--- config.mk ---
export PLATFORM = sky130hd
export DESIGN_NAME = audio_file_name_checker_core
export DESIGN_NICKNAME = d
export VERILOG_FILES = /design/src/hw/rtl/afnc_pkg.sv /design/src/hw/rtl/audio_file_name_checker_core.sv
export SDC_FILE = /design/constraint.sdc
export NUM_CORES = 1
export LEC_CHECK = 0
export BUFFER_PORTS_ARGS = -buffer_cell sky130_fd_sc_hd__buf_4
export CORE_AREA = 2 2 76 78
export DETAILED_ROUTE_END_ITERATION = 12
export DIE_AREA = 0 0 78 80
export GPL_TIMING_DRIVEN = 0
export PLACE_DENSITY = 0.68
export SETUP_SLACK_MARGIN = 0.05
export SYNTH_ARGS = -nofsm -noshare
export SYNTH_HDL_FRONTEND = slang
export SYNTH_SLANG_ARGS = --single-unit
--- constraint.sdc ---
create_clock -name clock -period 2.4 [get_ports clock]
set_clock_uncertainty 0.05 [all_clocks]
set_input_delay 0.36 -clock clock [delete_from_list [all_inputs] [get_ports clock]]
set_output_delay 0.36 -clock clock [all_outputs]
set_load 0.005 [all_outputs]
--- src/hw/rtl/afnc_pkg.sv ---
// Package for the audio file name checker: codes, constants and character helpers.
package afnc_pkg;

   // Verdict codes returned on the end item
   typedef enum logic [2:0] {
      VERDICT_OK            = 3'd0,
      VERDICT_EMPTY         = 3'd1,
      VERDICT_TOO_LONG      = 3'd2,
      VERDICT_LEADING_DOT   = 3'd3,
      VERDICT_CONTROL       = 3'd4,
      VERDICT_FORBIDDEN     = 3'd5,
      VERDICT_TRAILING      = 3'd6,
      VERDICT_NOT_WAV       = 3'd7
   } verdict_type;

   // Kind of the first offending character
   typedef enum logic [1:0] {
      BAD_NONE      = 2'd0,
      BAD_CONTROL   = 2'd1,
      BAD_FORBIDDEN = 2'd2
   } bad_kind_type;

   localparam int          CharWidth       = 8;
   localparam int          LengthWidth     = 9;
   localparam int          RecentDepth     = 4;
   localparam logic [7:0]  MaxLengthReset  = 8'd64;
   localparam logic [8:0]  LengthSat       = 9'd256;
   localparam logic [8:0]  ExtMinLength    = 9'd4;

   localparam logic [7:0]  CharSpace       = 8'h20;
   localparam logic [7:0]  CharDelete      = 8'h7F;
   localparam logic [7:0]  CharDot         = 8'h2E;
   localparam logic [7:0]  CharLowerW      = 8'h77;
   localparam logic [7:0]  CharLowerA      = 8'h61;
   localparam logic [7:0]  CharLowerV      = 8'h76;

   // Classify one byte: control, one of the nine FAT-forbidden characters, or fine
   function automatic bad_kind_type classify(input logic [7:0] c);
      bad_kind_type kind;
      kind = BAD_NONE;
      if (c < CharSpace || c == CharDelete) begin
         kind = BAD_CONTROL;
      end else begin
         case (c)
            8'h22, 8'h2A, 8'h2F, 8'h3A, 8'h3C,
            8'h3E, 8'h3F, 8'h5C, 8'h7C: kind = BAD_FORBIDDEN;
            default:                    kind = BAD_NONE;
         endcase
      end
      return kind;
   endfunction

   // Fold ASCII upper case letters to lower case, leave every other byte alone
   function automatic logic [7:0] lower_ascii(input logic [7:0] c);
      logic [7:0] result;
      result = c;
      if (c >= 8'h41 && c <= 8'h5A) begin
         result = c + 8'h20;
      end
      return result;
   endfunction

endpackage

--- src/hw/rtl/audio_file_name_checker_core.sv ---
// Audio file name checker: streams name bytes and returns one verdict per name.
// The verdict appears on rsp_ in the cycle after its end item is accepted.
// Throughput: one item per cycle; the result register keeps taking items while
// rsp_ready is high, and req_ready drops only while an unread verdict is stalled.
// Reset (synchronous, active high) clears the name state and the valid flag of the result
// register (not the verdict itself) and sets the length limit to 64; csr_ready is always high.
module audio_file_name_checker_core (
   input  logic       clock,
   input  logic       reset,
   input  logic       req_valid,
   output logic       req_ready,
   input  logic [7:0] req_name_character,
   input  logic       req_end_of_name,
   output logic       rsp_valid,
   input  logic       rsp_ready,
   output logic [2:0] rsp_verdict,
   input  logic       csr_valid,
   output logic       csr_ready,
   input  logic [7:0] csr_max_name_length
);

   logic [7:0]                      max_len_ff;
   logic [afnc_pkg::LengthWidth-1:0] name_length_ff, name_length_in;
   logic                            leading_dot_ff, leading_dot_in;
   afnc_pkg::bad_kind_type          bad_kind_ff, bad_kind_in;
   logic [afnc_pkg::CharWidth-1:0]  recent_ff [afnc_pkg::RecentDepth];
   logic [afnc_pkg::CharWidth-1:0]  recent_in [afnc_pkg::RecentDepth];
   logic                            rsp_valid_ff, rsp_valid_in;
   afnc_pkg::verdict_type           verdict_ff, verdict_in, judged;
   logic                            req_take;
   logic                            is_wav;

   // Accept while the result register is empty or being drained
   assign req_ready = !rsp_valid_ff || rsp_ready;
   assign req_take  = req_valid && req_ready;
   assign csr_ready = 1'b1;

   // Judge the name held in the state registers
   always_comb begin
      is_wav = name_length_ff > afnc_pkg::ExtMinLength &&
               recent_ff[3] == afnc_pkg::CharDot &&
               afnc_pkg::lower_ascii(recent_ff[2]) == afnc_pkg::CharLowerW &&
               afnc_pkg::lower_ascii(recent_ff[1]) == afnc_pkg::CharLowerA &&
               afnc_pkg::lower_ascii(recent_ff[0]) == afnc_pkg::CharLowerV;
      if (name_length_ff == '0) begin
         judged = afnc_pkg::VERDICT_EMPTY;
      end else if (name_length_ff >= {1'b0, max_len_ff}) begin
         judged = afnc_pkg::VERDICT_TOO_LONG;
      end else if (leading_dot_ff) begin
         judged = afnc_pkg::VERDICT_LEADING_DOT;
      end else if (bad_kind_ff == afnc_pkg::BAD_CONTROL) begin
         judged = afnc_pkg::VERDICT_CONTROL;
      end else if (bad_kind_ff == afnc_pkg::BAD_FORBIDDEN) begin
         judged = afnc_pkg::VERDICT_FORBIDDEN;
      end else if (recent_ff[0] == afnc_pkg::CharSpace ||
                   recent_ff[0] == afnc_pkg::CharDot) begin
         judged = afnc_pkg::VERDICT_TRAILING;
      end else if (!is_wav) begin
         judged = afnc_pkg::VERDICT_NOT_WAV;
      end else begin
         judged = afnc_pkg::VERDICT_OK;
      end
   end

   // Next state of the name registers and the result register
   always_comb begin
      name_length_in = name_length_ff;
      leading_dot_in = leading_dot_ff;
      bad_kind_in    = bad_kind_ff;
      recent_in      = recent_ff;
      rsp_valid_in   = rsp_valid_ff && !rsp_ready;
      verdict_in     = verdict_ff;
      if (req_take) begin
         if (req_end_of_name) begin
            // Emit the verdict and clear the name state
            rsp_valid_in   = 1'b1;
            verdict_in     = judged;
            name_length_in = '0;
            leading_dot_in = 1'b0;
            bad_kind_in    = afnc_pkg::BAD_NONE;
            for (int i = 0; i < afnc_pkg::RecentDepth; i++) begin
               recent_in[i] = '0;
            end
         end else begin
            // Record one character
            if (name_length_ff == '0 && req_name_character == afnc_pkg::CharDot) begin
               leading_dot_in = 1'b1;
            end
            if (bad_kind_ff == afnc_pkg::BAD_NONE) begin
               bad_kind_in = afnc_pkg::classify(req_name_character);
            end
            for (int i = afnc_pkg::RecentDepth - 1; i > 0; i--) begin
               recent_in[i] = recent_ff[i-1];
            end
            recent_in[0] = req_name_character;
            if (name_length_ff < afnc_pkg::LengthSat) begin
               name_length_in = name_length_ff + 9'd1;
            end
         end
      end
   end

   // Hold the registers
   always_ff @(posedge clock) begin
      if (reset) begin
         max_len_ff     <= afnc_pkg::MaxLengthReset;
         name_length_ff <= '0;
         leading_dot_ff <= 1'b0;
         bad_kind_ff    <= afnc_pkg::BAD_NONE;
         for (int i = 0; i < afnc_pkg::RecentDepth; i++) begin
            recent_ff[i] <= '0;
         end
         rsp_valid_ff   <= 1'b0;
      end else begin
         if (csr_valid && csr_ready) begin
            max_len_ff <= csr_max_name_length;
         end
         name_length_ff <= name_length_in;
         leading_dot_ff <= leading_dot_in;
         bad_kind_ff    <= bad_kind_in;
         recent_ff      <= recent_in;
         rsp_valid_ff   <= rsp_valid_in;
      end
      verdict_ff <= verdict_in;
   end

   assign rsp_valid   = rsp_valid_ff;
   assign rsp_verdict = verdict_ff;

   // An accepted end item always shows a verdict in the next cycle
   a_end_gives_verdict: assert property (@(posedge clock) disable iff (reset)
      req_valid && req_ready && req_end_of_name |=> rsp_valid)
      else $error("end item accepted without a verdict");

   // An end item leaves the name state cleared
   a_end_clears: assert property (@(posedge clock) disable iff (reset)
      req_valid && req_ready && req_end_of_name |=>
         name_length_ff == '0 && !leading_dot_ff && bad_kind_ff == afnc_pkg::BAD_NONE)
      else $error("name state not cleared after end item");

   // Length never passes the saturation point
   a_length_sat: assert property (@(posedge clock) disable iff (reset)
      name_length_ff <= afnc_pkg::LengthSat)
      else $error("name length beyond saturation");

   // A recorded bad character stays recorded until the name ends
   a_bad_sticky: assert property (@(posedge clock) disable iff (reset)
      bad_kind_ff != afnc_pkg::BAD_NONE && !(req_valid && req_ready && req_end_of_name)
         |=> $stable(bad_kind_ff))
      else $error("first bad character kind changed mid name");

   // A character item never raises a verdict on its own
   a_char_no_verdict: assert property (@(posedge clock) disable iff (reset)
      !rsp_valid && !(req_valid && req_ready && req_end_of_name) |=> !rsp_valid)
      else $error("verdict without an end item");

endmodule
==> summary.txt <==
Finish
  • Fillers: roughly 540
  • Layout Nets: slightly below 400
  • Area Overhead vs Synth: 15.3%
  • Ant. Diodes: 0
  • Share of layout cells above drive strength 1: around 12%
  • Post-route insts no fill: around 430

Status
  • Outcome: finished, final reports clean

Synthesis
  • EDFF count, synth: 3
  • Synth Register Bits: 56
  • Synth top area cells: dfxtp_1, nand2_1, a21oi_1
  • Synth warnings: 0
  • Post-Syn Area: between 2000 and 3000 µm²
  • Cell with the most instances after synthesis: nand2_1
  • Syn Nets: 356
  • Mapped Cells: 321
  • Top cells by count, synth: nand2_1, dfxtp_1, a21oi_1
  • Synth cell types: between 40 and 50
  • Sequential fraction of the synthesis area: between 40 and 50%
  • Main synth FF type: dfxtp_1
  • Ys async rst share: 0%
  • Post-synthesis area per instance: between 8 and 9 µm²
  • Post-synth top area cell: dfxtp_1
  • Synth top area share: roughly two fifths

Critical path
  • Critical Path RT: roughly 2.4 ns
  • Crit path DAT: 2.13 ns
  • R2R Setup Slk: approximately 0.28 ns
  • CP max stage delay: approximately 0.4 ns
  • WP buf/inv: 1
  • Slowest CP cell: dfxtp_1
  • Crit-path cells: inv_1 -> ha_1 -> nand2b_1 -> a31oi_1 -> o31ai_2 -> a2111oi_0 -> or3_1
  • Top delay family on crit path: compound AO/OA/AOI/OAI gates
  • Peak fanout along the critical path: 4
  • Startpoint Class: flip-flop
  • Critical path class: reg2reg
  • CP endpoint kind: flip-flop

Drt
  • DRT antenna net count: 0
  • Via density: around 5.2
  • Drt drc: 0
  • Total Wirelength: 5320 µm
  • Via Count: between 2000 and 2500
  • Initial DRC Count: between 90 and 100
  • Routed len/inst: between 10 and 15 µm
  • Drt first pass iters: 4

Clock tree
  • Skew-Pair Late Insertion Delay: 0.31 ns
  • Sink Count: 56
  • Post-cts sizing count: 0
  • Max Root-Sink Buffers: 2
  • CTS clk-pin slew, worst paths: approximately 0.090 ns
  • Root buffer cell: clkbuf_8
  • # H-tree levels: 2
  • TritonCTS clock tree: built
  • Post-CTS Setup Bufs: 0
  • CTS buffer count: 5
  • CTS Hold Buffers Added: 0

STA
  • Fin. Hold Viols: 0
  • Min Tclk post-route: approximately 2.1 ns
  • Setup TNS: 0 ns
  • RSZ-0062 raised after global routing: false
  • Slew HR: between 60% and 70%
  • Max-slew violations: 0
  • Fin crit share: around nine tenths
  • # setup viols final: 0
  • Slew @ Worst Pin: 0.582 ns
  • Fmax: about 0.47 GHz

Power and ir drop
  • Power Total: approximately 1800 µW
  • VDD IR-drop max: just under 400 µV
  • Pwr Density: around 600 nW/µm²
  • P_leak: between 0.001 and 0.0015 µW

Placement
  • Dpl cells: 418
  • Dpl hpwl: between 3000 and 4000 µm
  • Port bufs: 25
  • Final Wtd Congestion: between 0.8 and 0.9

Global routing
  • First-pass GRT wire length: about 9400 µm
  • Vias in the first global route: just under 2000
  • GRT Resource Usage Total: a little under a fifth
  • Overflow after GRT: 0
  • Largest net degree at the start of global routing: 18
  • Initial antenna violation count: 0

Floorplan
  • Floorplan core area: around 5400 µm²
  • DIE AREA: around 6200 µm²
  • Io pins: 28
  • Die W: 78 µm
  • Row cnt: 27
  • Initial Utilization: around half
  • Die Y: 80 µm

Run
  • # Max-Cap Violations: 0

Min path
  • Class of the worst hold path: in2reg
-- worst register-to-register path, stage by stage, from the launching register on --
cell and delay (ns):
dfxtp_1 0.40, inv_1 0.09, ha_1 0.27, nand2b_1 0.09, a31oi_1 0.11, o31ai_2 0.37
a2111oi_0 0.12, or3_1 0.38
-- per-layer routing --
layer	GRT usage, %	wire length (µm)	vias to the layer above
met5	0	0	-
met2	27.2	2150	56
li1	-	-	1157
met4	6.84	73	0
met1	28.2	2810	983
met3	3.51	277	7
-- final cells by class --
class | count | area [µm²] | share of cell area (%)
sequential | 56 | 1150 | 38.3
buffer | 15 | 67.6 | 2.25
inverter | 19 | 71.3 | 2.37
multi-input combinational | 231 | 1320 | 43.8
clock buffer | 6 | 82.6 | 2.75
clock inverter | 2 | 38.8 | 1.29
tap | 72 | 90.1 | 3.00
timing repair buffer | 25 | 188 | 6.24
-- report_power, final --
part	switching (µW)	leakage (µW)	internal, µW
combinational	106	0.000628	77.5
clock	306	0.0000614	342
sequential	19.2	0.000457	963
-- cell families (layout without fill, tap and decap cells) --
kind of cell             count (synthesis)  after routing  synth area share (%)
AO/OA/AOI/OAI                           59             59                  13.5
XOR/XNOR                                 5              5                  1.68
adder cells (fa/ha/maj)                 13             13                  6.24
buffers and inverters                   34             67                  5.33
flip-flops                              56             56                  44.1
multiplexers                             8              8                  3.07
other                                    1              1                 0.144
AND/OR/NAND/NOR                        145            145                  25.9
-- final timing paths --
path,from,end,cells after the start
worst min-delay path,reset,rsp_valid$_SDFF_PP0_,2
worst min register to register,recent_ff[6]$_SDFFE_PP0P_,recent_ff[6]$_SDFFE_PP0P_,2
worst max-delay path,name_length_ff[0]$_SDFFE_PP0P_,rsp_verdict[0]$_SDFFCE_PP1P_,7
worst max register to register,name_length_ff[0]$_SDFFE_PP0P_,rsp_verdict[0]$_SDFFCE_PP1P_,7
-- sequential cells by signal, indices dropped and copies added, names as in the netlist --
signal	cells
recent_ff	32
name_length_ff	9
max_len_ff	8
rsp_verdict	3
bad_kind_ff	2
leading_dot_ff	1
rsp_valid	1
-- metrics by stage --
stage,worst slack [ns],util (%),area [µm²],hold slack [ns]
floorplan,0.519,-,2610,0.379
global placement,0.288,53.4,2890,0.389
detailed placement,0.306,53.4,2890,0.396
CTS,0.296,55.6,3010,0.146
global route,0.153,55.6,3010,0.151
finish,0.281,55.6,3010,0.158
-- placed cells by master, fill, tap and decap left out, types with 2 or more instances in the layout --
cell        n
xnor2_1     5
edfxtp_1    3
or3_1       2
nand4_1     3
ha_1       13
clkbuf_1    8
nand4b_1    2
buf_4      26
o21ai_0     2
nand2_1    70
a2111oi_0   2
mux2i_1     8
dfxtp_1    53
nor4b_1     2
and4b_1     2
a31oi_1     2
buf_2       6
nor2_1     27
inv_1      18
nand2b_1    9
a211oi_1    2
nor3_1      7
nor3b_1     3
nand3_1    10
nor4_1      2
clkbuf_8    6
a21oi_1    40
Note: power is estimated with default switching activity, not from simulation.
